**src/rtl/core/prim_pkg.sv**
```systemverilog
`timescale 1ns / 1ps

package prim_pkg;

   // width of the tested number
   localparam int DATA_BITS = 63;
   localparam int NUM_BASES = 7;
   localparam int BASE_BITS = 31;
   localparam int CMP_W = (DATA_BITS > BASE_BITS) ? DATA_BITS : BASE_BITS;
   localparam int BASE_IDX_W = $clog2(NUM_BASES);
   localparam int SHIFT_W = $clog2(DATA_BITS);
   localparam int REQ_TDATA_W = ((DATA_BITS + 7) / 8) * 8;
   localparam int RSP_TDATA_W = 8;

   typedef logic [DATA_BITS-1:0] num_type;

   typedef struct packed {
      logic    start;
      num_type x;
      num_type y;
      num_type m;
   } mul_req_type;

   typedef struct packed {
      logic    done;
      num_type prod;
   } mul_rsp_type;

   // fixed witness bases, tried in this order
   function automatic logic [BASE_BITS-1:0] prim_base(input logic [BASE_IDX_W-1:0] idx);
      logic [BASE_BITS-1:0] b;
      case (idx)
         BASE_IDX_W'(0): b = BASE_BITS'(2);
         BASE_IDX_W'(1): b = BASE_BITS'(325);
         BASE_IDX_W'(2): b = BASE_BITS'(9375);
         BASE_IDX_W'(3): b = BASE_BITS'(28178);
         BASE_IDX_W'(4): b = BASE_BITS'(450775);
         BASE_IDX_W'(5): b = BASE_BITS'(9780504);
         BASE_IDX_W'(6): b = BASE_BITS'(1795265022);
         default:        b = '0;
      endcase
      return b;
   endfunction

endpackage

```
**src/rtl/core/prim_mulmod.sv**
```systemverilog
`timescale 1ns / 1ps

// Shift-add modular multiplier: one multiplier bit per cycle, top bit first.
module prim_mulmod (
   input  logic                  clock,
   input  logic                  reset,
   input  prim_pkg::mul_req_type req,
   output prim_pkg::mul_rsp_type rsp
);
   import prim_pkg::*;

   logic                 busy_ff, busy_in;
   logic                 done_ff, done_in;
   logic [SHIFT_W-1:0]   cnt_ff, cnt_in;
   num_type              r_ff, r_in;
   num_type              x_ff, x_in;
   num_type              y_ff, y_in;
   num_type              m_ff, m_in;

   logic [DATA_BITS:0]   dbl;
   num_type              dbl_red;
   logic [DATA_BITS:0]   sum;
   num_type              step_r;

   // double, reduce, add the multiplicand if the bit is set, reduce again
   always_comb begin
      dbl     = {r_ff, 1'b0};
      dbl_red = (dbl >= {1'b0, m_ff}) ? DATA_BITS'(dbl - {1'b0, m_ff}) : DATA_BITS'(dbl);
      sum     = {1'b0, dbl_red} + (y_ff[DATA_BITS-1] ? {1'b0, x_ff} : '0);
      step_r  = (sum >= {1'b0, m_ff}) ? DATA_BITS'(sum - {1'b0, m_ff}) : DATA_BITS'(sum);
   end

   always_comb begin
      busy_in = busy_ff;
      done_in = 1'b0;
      cnt_in  = cnt_ff;
      r_in    = r_ff;
      x_in    = x_ff;
      y_in    = y_ff;
      m_in    = m_ff;
      if (busy_ff) begin
         r_in   = step_r;
         y_in   = {y_ff[DATA_BITS-2:0], 1'b0};
         cnt_in = cnt_ff - SHIFT_W'(1);
         if (cnt_ff == '0) begin
            busy_in = 1'b0;
            done_in = 1'b1;
         end
      end else if (req.start) begin
         busy_in = 1'b1;
         cnt_in  = SHIFT_W'(DATA_BITS - 1);
         r_in    = '0;
         x_in    = req.x;
         y_in    = req.y;
         m_in    = req.m;
      end
   end

   always_ff @(posedge clock) begin
      if (reset) begin
         busy_ff <= 1'b0;
         done_ff <= 1'b0;
      end else begin
         busy_ff <= busy_in;
         done_ff <= done_in;
      end
      cnt_ff <= cnt_in;
      r_ff   <= r_in;
      x_ff   <= x_in;
      y_ff   <= y_in;
      m_ff   <= m_in;
   end

   assign rsp.done = done_ff;
   assign rsp.prod = r_ff;

endmodule

```
**src/rtl/core/primality_test_64bit.sv**
```systemverilog
`timescale 1ns / 1ps

// Channel   Dir   Word layout (low bit up)                 Handshake
// req_      in    number[62:0], zero pad to 64              tvalid/tready
// rsp_      out   prime_flag[0], zero pad to 8              tvalid/tready
//
// Work: every multiply runs in the shared shift-add unit, and a base needs about (bits of d +
// ones of d + up to c-1 squarings) multiplies. Zero, one, two, three and even numbers are
// settled in the class state and go straight to the done state; odd ones first pass
// through the split state, which splits n-1 into d * 2^c.
// req_tready is high only while idle; a finished word waits in the output register, and
// the next number may be taken while it waits. Reset is synchronous, active high.
module primality_test_64bit (
   input  logic                             clock,
   input  logic                             reset,
   input  logic                             req_tvalid,
   output logic                             req_tready,
   input  logic [prim_pkg::REQ_TDATA_W-1:0] req_tdata,  // number
   output logic                             rsp_tvalid,
   input  logic                             rsp_tready,
   output logic [prim_pkg::RSP_TDATA_W-1:0] rsp_tdata   // prime_flag
);
   import prim_pkg::*;

   typedef enum logic [3:0] {
      ST_IDLE,
      ST_CLASS,
      ST_SPLIT,
      ST_BASE,
      ST_POW,
      ST_POW_MUL,
      ST_POW_SQR,
      ST_CHECK,
      ST_SQ_TEST,
      ST_SQR,
      ST_DONE
   } state_type;

   state_type              state_ff, state_in;
   num_type                n_ff, n_in;
   num_type                nm1_ff, nm1_in;
   num_type                d_ff, d_in;        // odd part of n-1
   num_type                e_ff, e_in;        // remaining exponent
   num_type                r_ff, r_in;        // running power / witness value
   num_type                b_ff, b_in;        // squared base
   logic [SHIFT_W-1:0]     c_ff, c_in;
   logic [SHIFT_W-1:0]     j_ff, j_in;
   logic [BASE_IDX_W-1:0]  idx_ff, idx_in;
   logic                   prime_ff, prime_in;
   logic                   rsp_valid_ff, rsp_valid_in;
   logic                   rsp_prime_ff, rsp_prime_in;

   mul_req_type            mul_req;
   mul_rsp_type            mul_rsp;

   logic [CMP_W-1:0]       base_wide;
   logic [CMP_W-1:0]       n_wide;
   logic                   last_base;
   logic                   accept;

   assign base_wide = CMP_W'(prim_base(idx_ff));
   assign n_wide    = CMP_W'(n_ff);
   assign last_base = (idx_ff == BASE_IDX_W'(NUM_BASES - 1));
   assign accept    = req_tvalid && req_tready;

   prim_mulmod u_mulmod (
      .clock (clock),
      .reset (reset),
      .req   (mul_req),
      .rsp   (mul_rsp)
   );

   always_comb begin
      state_in     = state_ff;
      n_in         = n_ff;
      nm1_in       = nm1_ff;
      d_in         = d_ff;
      e_in         = e_ff;
      r_in         = r_ff;
      b_in         = b_ff;
      c_in         = c_ff;
      j_in         = j_ff;
      idx_in       = idx_ff;
      prime_in     = prime_ff;
      rsp_valid_in = rsp_valid_ff && !rsp_tready;
      rsp_prime_in = rsp_prime_ff;
      mul_req.start = 1'b0;
      mul_req.x     = b_ff;
      mul_req.y     = b_ff;
      mul_req.m     = n_ff;

      case (state_ff)
         ST_IDLE: begin
            if (accept) begin
               n_in     = req_tdata[DATA_BITS-1:0];
               state_in = ST_CLASS;
            end
         end
         ST_CLASS: begin
            // settle zero, one, two, three and even numbers at once
            nm1_in = n_ff - DATA_BITS'(1);
            d_in   = n_ff - DATA_BITS'(1);
            c_in   = '0;
            if (n_ff <= DATA_BITS'(1)) begin
               prime_in = 1'b0;
               state_in = ST_DONE;
            end else if (n_ff <= DATA_BITS'(3)) begin
               prime_in = 1'b1;
               state_in = ST_DONE;
            end else if (!n_ff[0]) begin
               prime_in = 1'b0;
               state_in = ST_DONE;
            end else begin
               state_in = ST_SPLIT;
            end
         end
         ST_SPLIT: begin
            // strip one factor of two per cycle
            if (d_ff[0]) begin
               idx_in   = '0;
               state_in = ST_BASE;
            end else begin
               d_in = d_ff >> 1;
               c_in = c_ff + SHIFT_W'(1);
            end
         end
         ST_BASE: begin
            if (n_wide <= base_wide) begin
               prime_in = 1'b1;
               state_in = ST_DONE;
            end else begin
               r_in     = DATA_BITS'(1);
               b_in     = DATA_BITS'(base_wide);
               e_in     = d_ff;
               state_in = ST_POW;
            end
         end
         ST_POW: begin
            if (e_ff == '0) begin
               state_in = ST_CHECK;
            end else if (e_ff[0]) begin
               mul_req.start = 1'b1;
               mul_req.x     = r_ff;
               state_in      = ST_POW_MUL;
            end else begin
               mul_req.start = 1'b1;
               state_in      = ST_POW_SQR;
            end
         end
         ST_POW_MUL: begin
            // take r*b, start b*b in the same cycle
            if (mul_rsp.done) begin
               r_in          = mul_rsp.prod;
               mul_req.start = 1'b1;
               state_in      = ST_POW_SQR;
            end
         end
         ST_POW_SQR: begin
            if (mul_rsp.done) begin
               b_in     = mul_rsp.prod;
               e_in     = e_ff >> 1;
               state_in = ST_POW;
            end
         end
         ST_CHECK: begin
            j_in = SHIFT_W'(1);
            if (r_ff == DATA_BITS'(1) || r_ff == nm1_ff) begin
               if (last_base) begin
                  prime_in = 1'b1;
                  state_in = ST_DONE;
               end else begin
                  idx_in   = idx_ff + BASE_IDX_W'(1);
                  state_in = ST_BASE;
               end
            end else begin
               state_in = ST_SQ_TEST;
            end
         end
         ST_SQ_TEST: begin
            if (r_ff == nm1_ff) begin
               if (last_base) begin
                  prime_in = 1'b1;
                  state_in = ST_DONE;
               end else begin
                  idx_in   = idx_ff + BASE_IDX_W'(1);
                  state_in = ST_BASE;
               end
            end else if (j_ff >= c_ff) begin
               // this base is a witness: composite
               prime_in = 1'b0;
               state_in = ST_DONE;
            end else begin
               mul_req.start = 1'b1;
               mul_req.x     = r_ff;
               mul_req.y     = r_ff;
               state_in      = ST_SQR;
            end
         end
         ST_SQR: begin
            if (mul_rsp.done) begin
               r_in     = mul_rsp.prod;
               j_in     = j_ff + SHIFT_W'(1);
               state_in = ST_SQ_TEST;
            end
         end
         ST_DONE: begin
            // hold until the output register is free
            if (!rsp_valid_ff || rsp_tready) begin
               rsp_valid_in = 1'b1;
               rsp_prime_in = prime_ff;
               state_in     = ST_IDLE;
            end
         end
         default: begin
            state_in = ST_IDLE;
         end
      endcase
   end

   always_ff @(posedge clock) begin
      if (reset) begin
         state_ff     <= ST_IDLE;
         rsp_valid_ff <= 1'b0;
      end else begin
         state_ff     <= state_in;
         rsp_valid_ff <= rsp_valid_in;
         n_ff         <= n_in;
         nm1_ff       <= nm1_in;
         d_ff         <= d_in;
         e_ff         <= e_in;
         r_ff         <= r_in;
         b_ff         <= b_in;
         c_ff         <= c_in;
         j_ff         <= j_in;
         idx_ff       <= idx_in;
         prime_ff     <= prime_in;
         rsp_prime_ff <= rsp_prime_in;
      end
   end

   assign req_tready = (state_ff == ST_IDLE);
   assign rsp_tvalid = rsp_valid_ff;
   assign rsp_tdata  = RSP_TDATA_W'(rsp_prime_ff);

endmodule

```
**config.mk**
```make
export PLATFORM = sky130hd
export DESIGN_NAME = primality_test_64bit
export DESIGN_NICKNAME = d
export VERILOG_FILES = /design/src/rtl/core/prim_pkg.sv /design/src/rtl/core/prim_mulmod.sv /design/src/rtl/core/primality_test_64bit.sv
export SDC_FILE = /design/constraint.sdc
export NUM_CORES = 2
export LEC_CHECK = 0
export ABC_AREA = 1
export CORE_UTILIZATION = 50
export CTS_CLUSTER_DIAMETER = 80
export DETAILED_ROUTE_END_ITERATION = 10
export DONT_BUFFER_PORTS = 1
export MAX_ROUTING_LAYER = met4
export PLACE_DENSITY = 0.63
export SYNTH_ARGS = -nofsm -noshare
export SYNTH_HDL_FRONTEND = slang
export SYNTH_SLANG_ARGS = --single-unit
```
**constraint.sdc**
```tcl
create_clock -name clock -period 12.65 [get_ports clock]
set_input_delay 0.6325 -clock clock [delete_from_list [all_inputs] [get_ports clock]]
set_output_delay 0.6325 -clock clock [all_outputs]
set_load 0.01 [all_outputs]
```
# [Yosys cells after proc, flatten, opt, wreduce, memory -nomap -nowiden]
# Cells that the tools add are included.
[op_classes] addsub=8 order_cmp=6 eq_ne=32 muxes=69 bitwise=2 reduce_logical=31
[ops] op="2-to-1 mux 63 bit" n=15
[ops] op="case mux 63 bit (2 select lines)" n=5
[ops] op="2-to-1 mux 127 bit" n=2
[ops] op="case mux 31 bit (7 select lines)" n=1
[ops] op="greater-or-equal comparator 64 x 63 -> 1 bit" n=2
[ops] op="subtractor 63 bit" n=2
[ops] op="adder 63 x 63 -> 64 bit" n=1
[ops] op="2-to-1 mux 64 bit" n=1
[ops] op="equality test 63 x 1 -> 1 bit, second input constant" n=1
[ops] op="equality test 63 bit" n=1
[ops] op="<= comparator 63 x 1 -> 1 bit, second input constant" n=1
[ops] op="<= comparator 63 x 2 -> 1 bit, second input constant" n=1
[ops] op="<= comparator 63 x 31 -> 1 bit" n=1
[ops] op="zero test 63 bit" n=1
[ops] op="subtractor 63 x 1 -> 63 bit, second input constant" n=1
[ops] op="2-to-1 mux 4 bit" n=13
[ops] op="case mux 4 bit (11 select lines)" n=1
[ops] op="2-to-1 mux 6 bit" n=4
[ops] op="case mux 6 bit (2 select lines)" n=2
[ops] op="equality test 4 x 3 -> 1 bit, second input constant" n=4
[ops] op="2-to-1 mux 1 bit" n=15
[ops] op="!= test 2 bit, second input constant" n=7
[ops] op="adder 6 x 1 -> 6 bit, second input constant" n=2
[ops] op="equality test 4 bit, second input constant" n=3
[ops] op="other kinds (32)" n=61
[word_totals] reg_bits=660 inputBits=68

# [Logic depth before layout (Yosys ltp)]
[logic_depth] depth_word=6 mapped_depth=50

# [Cells and area by module]
# Synthesis repeated with hierarchy kept, for this count alone.
[hier_totals] cells_unflattened=6318 hier_area_um2=47613.2
[by_module_without_submodules] module="prim_mulmod" n_inst=1 cells_per_inst=3842 area_each_um2=25623.3
[by_module_without_submodules] module="primality_test_64bit" n_inst=1 cells_per_inst=2476 area_each_um2=21989.8

# [Worst setup path after synthesis]
# Ideal clock, no wire load.
[synth_path] path_type="register -> register" startpoint="register idx_ff[0]" endpoint="register b_ff[0] (enable)" setup_ns=0.615 arrival_time_ns=7.526 slack_ns=4.510 path_stages_with_launch=17 n_path_buf=0 cell_sequence="edfxtp_1 inv_1 ha_1 nand2_1 inv_1 nor2_1 ha_1 nand3_1 nor3_1 nand2_1 nand2_1 nand2_1 nand3_1 nand3_1 nand2_1 nand2_1 nor2_1"
[synth_between] elab_chain_len=5 word_cells_on_any_way=11 cone_classes="1 x order compare; 7 x eq/ne; 1 x mux; 2 x reduce/logical"
[synth_lines] element="start: declaration" line="primality_test_64bit.sv:48" source="logic [BASE_IDX_W-1:0] idx_ff, idx_in;"
[synth_lines] element="start signal: assignment" line="primality_test_64bit.sv:235" source="idx_ff <= idx_in;"
[synth_lines] element="equality test 3 bit (tied with other cells)" line="prim_pkg.sv:32" source="case (idx)"
[synth_lines] element="case mux 31 bit (7 select lines) *" line="prim_pkg.sv:32"
[synth_lines] element="<= comparator 63 x 31 -> 1 bit *" line="primality_test_64bit.sv:128" source="if (n_wide <= base_wide) begin"
[synth_lines] element="!= test 2 bit (no source line) *"
[synth_lines] element="AND reduction 4 bit (no source line) *"
[synth_lines] element="end signal: assignment" line="primality_test_64bit.sv:232" source="b_ff <= b_in;"
[synth_lines] element="end: declaration" line="primality_test_64bit.sv:45" source="num_type b_ff, b_in;"
# Mark *: on every way between the ends. The rest lies on a longest branch, timed or not.
# A chain may end at the register's enable or synchronous reset.

# [Final worst setup path]
[layout_path] startpoint="register u_mulmod.r_ff[6]" endpoint="register u_mulmod.r_ff[21] (data pin)"
[layout_between] elab_chain_len=6 word_cells_on_any_way=8 cone_classes="3 x add/sub; 2 x order compare; 3 x mux"
[layout_lines] element="start: declaration" line="prim_mulmod.sv:15" source="num_type r_ff, r_in;"
[layout_lines] element="start signal: assignment" line="prim_mulmod.sv:68" source="r_ff <= r_in;"
[layout_lines] element="subtractor 63 bit / greater-or-equal comparator 64 x 63 -> 1 bit (equally long branches)" line="prim_mulmod.sv:28" source="dbl_red = (dbl >= {1'b0, m_ff}) ? DATA_BITS'(dbl - {1'b0, m_ff}) : DATA_BITS'(dbl);"
[layout_lines] element="2-to-1 mux 63 bit *" line="prim_mulmod.sv:28"
[layout_lines] element="adder 63 x 63 -> 64 bit *" line="prim_mulmod.sv:29" source="sum = {1'b0, dbl_red} + (y_ff[DATA_BITS-1] ? {1'b0, x_ff} : '0);"
[layout_lines] element="subtractor 63 bit / greater-or-equal comparator 64 x 63 -> 1 bit (equally long branches)" line="prim_mulmod.sv:30" source="step_r = (sum >= {1'b0, m_ff}) ? DATA_BITS'(sum - {1'b0, m_ff}) : DATA_BITS'(sum);"
[layout_lines] element="2-to-1 mux 63 bit *" line="prim_mulmod.sv:30"
[layout_lines] element="2-to-1 mux 63 bit *" line="prim_mulmod.sv:41" source="if (busy_ff) begin"
# Marks and branches as above.

==> metrics.md <==
| Metric | Value |
|---|---|
| Most frequent cells in the layout | `1868 x nand2_1, 965 x inv_1, 903 x nor2_1` |
| Yosys cell types | `53` |
| DR WL/cell | `24.83 um` |
| Setup Fix Bufs, Post-CTS | `0` |
| Final nets | `6625` |
| Initial antenna violation count | `3` |
| Reg2reg setup slack | `2.31 ns` |
| Design Area, Final | `50810 um^2` |
| Final hold viol count | `0` |
| Die X | `308.5 um` |
| Share of cells above drive strength 1 | `0.03182` |
| RSZ-0062 raised after global routing | `no` |
| Top_reg_cell synth | `edfxtp_1` |
| Clk sinks | `660` |
| Post-Synthesis Cells | `6340` |
| Synth area leader | `edfxtp_1` |
| Register area | `19740 um^2` |
| Final worst path period need | `10.34 ns` |
| Setup violators final | `0` |
| Worst hold endpoint | `state_ff[1]` |
| Clk root buf | `clkbuf_16` |
| # IOs | `78` |
| Initial DRC count | `5482` |
| Max Freq | `96.74 MHz` |
| Die area | `95170 um^2` |
| CTS tree | `built` |
| Via count | `43824` |
| Slowest CP cell | `nor4b_1` |
| Routability cong. | `1.126` |
| Yosys reg bits | `660` |
| HPWL after detailed placement | `154.2 mm` |
| # hold bufs at CTS | `1` |
| Worst-Margin Slew | `1.362 ns` |
| Max FO, Critical Path | `64` |
| Commonest non-fill, non-tap cell in the layout | `nand2_1` |
| Reg-to-Reg End | `u_mulmod.r_ff[21]` |
| Setup_tns | `0 ns` |
| Sequential share of the synthesized area | `0.4202` |
| Largest net degree at the start of global routing | `127` |
| Remaining DRCs | `0` |
| Core footprint | `93190 um^2` |
| Yosys top cell area share | `0.4168` |
| Clock-pin slew on the worst setup and hold paths | `0.06 ns` |
| Worst Hold Depth | `1` |
| Worst Setup End Kind | `flop` |
| GRT Util Overall | `0.4056` |
| R2R Path Start | `u_mulmod.r_ff[6]` |
| Outcome | `complete, no violations` |
| Initial Util | `0.5040` |
| Number of synthesis warnings | `0` |
| Buffers on Ports | `0` |
| Drt pass-1 iters | `9` |
| Fin. max-slew vios | `0` |
| Most used cell, CP | `nand2_1` |
| Num CTS Buffers | `77` |
| Post-synth EDFFs | `652` |
| Register-to-Register Path Depth | `32` |
| Clock Tree Buf Depth | `3` |
| Synth area leaders | `edfxtp_1 42%, nand2_1 15%, inv_1 7.7%` |
| Number of fill cells | `9051` |
| Die Height | `308.5 um` |
| Synthesized area | `46970 um^2` |
| Hold Crit Class | `primary input to flop` |
| Routed Wire Length | `189.6 mm` |
| Fin crit share | `0.8172` |
| Number of global-route vias before repair | `40246` |
| Final ANT Viol Nets | `0` |
| Max_cap viols | `0` |
| Row count | `112` |
| Final setup skew | `0.03649 ns` |
| Worst hold start | `reset` |
| Area of the multi-input gates | `23060 um^2` |
| Worst EP arrival | `10.76 ns` |
| Grt ovf | `0` |
| DP Area | `48290 um^2` |
| Drt via density | `5.738` |
| Mapped Avg Cell Area | `7.409 um^2` |
| Critical path class | `flop to flop` |
| Crit path launch type | `flop` |
| WP data required | `13.07 ns` |
| H-tree depth | `3` |
| Post-CTS sizing | `0` |
| Rel. slew slack | `0.07944` |
| First-pass GRT wire length | `266.9 mm` |
| P&R area growth vs syn | `8.178%` |
| Worst-Skew Late Latency | `0.68 ns` |
| Synth async-reset ratio | `0` |
| Max incr delay on CP | `1.15 ns` |
==> flip-flops by register name (all words and copies together) (netlist names), 4 cells and up <==
name,flops
b_ff,63
c_ff,6
d_ff,63
e_ff,63
j_ff,6
n_ff,63
nm1_ff,63
r_ff,63
state_ff,4
u_mulmod.cnt_ff,6
u_mulmod.m_ff,63
u_mulmod.r_ff,63
u_mulmod.x_ff,63
u_mulmod.y_ff,63
==> cells by family after synthesis <==
kind of cell | count (synthesis) | synth area share
other | 1 | 0.00007984
buffers and inverters | 1113 | 0.09142
AOI/OAI and AO/OA | 889 | 0.1095
and+or+nand+nor | 3252 | 0.2801
xor gates and xnor gates | 188 | 0.03506
adders and majority gates | 237 | 0.06361
DFF | 660 | 0.4202
==> critical path, delay by kind of cell (launching register included) <==
kind / cells / cell delay [ns]
DFF: 1 / 0.43
AOI/OAI and AO/OA: 2 / 0.81
xor gates and xnor gates: 1 / 0.78
and+or+nand+nor: 19 / 5.58
buffers and inverters: 6 / 1.03
adders and majority gates: 4 / 1.38
==> layer usage <==
metal	up-vias	track usage	wire length, um
li1	20655	-	-
met5	-	-	0
met3	350	0.1111	22380
met1	20639	0.5466	79890
met2	2180	0.5717	78650
met4	0	0.1657	8699
==> Yosys cell counts, types with 8 or more instances <==
cell / number
clkbuf_1: 84
xnor2_1: 35
o21a_1: 14
dfxtp_1: 8
xor2_1: 153
edfxtp_1: 652
buf_2: 27
buf_4: 16
nor2_1: 911
nand4_1: 91
a22o_1: 55
a21boi_0: 14
ha_1: 234
inv_1: 966
a31oi_1: 14
o21ai_1: 9
a21oi_1: 327
o2111ai_1: 58
o21bai_1: 33
nor3_1: 68
nand3_1: 224
nand3b_1: 24
nand2_1: 1872
nor4_1: 17
nor2_2: 9
o21ai_0: 327
a21o_1: 18
==> cell type report <==
cell class,count,area share
antenna,4,0.0001970
tap,1254,0.03088
inverter,976,0.07215
timing repair buffer,32,0.005023
sequential,660,0.3885
multi-input combinational,4573,0.4539
clock buffer,88,0.03873
clock inverter,50,0.01056
==> stage by stage <==
step / hold WS, ns / setup slack, ns / util / std cells
detailed placement: 0.4722 / 2.957 / 0.5182 / 7494
global route: 0.02210 / 1.943 / 0.5453 / 7637
finish: 0.03210 / 2.313 / 0.5453 / 7637
global placement: 0.4599 / 3.002 / 0.5182 / 7494
CTS: 0.002558 / 2.894 / 0.5452 / 7633
floorplan: 0.4264 / 4.510 / - / 6346
==> worst max-delay path by stage <==
stage | startpoint | endpoint | cells after the start
2_1_floorplan | idx_ff[0] | b_ff[0] | 16
3_3_place_gp | u_mulmod.r_ff[6] | u_mulmod.r_ff[51] | 35
3_5_place_dp | u_mulmod.r_ff[6] | u_mulmod.r_ff[21] | 35
4_1_cts | u_mulmod.m_ff[0] | u_mulmod.r_ff[21] | 33
5_1_grt | u_mulmod.m_ff[0] | u_mulmod.r_ff[25] | 35
6_report | u_mulmod.r_ff[6] | u_mulmod.r_ff[21] | 32
Power is left out: the tool's default activity adds up to more than one toggle a clock period on the data nets, which glitch-free logic cannot reach.
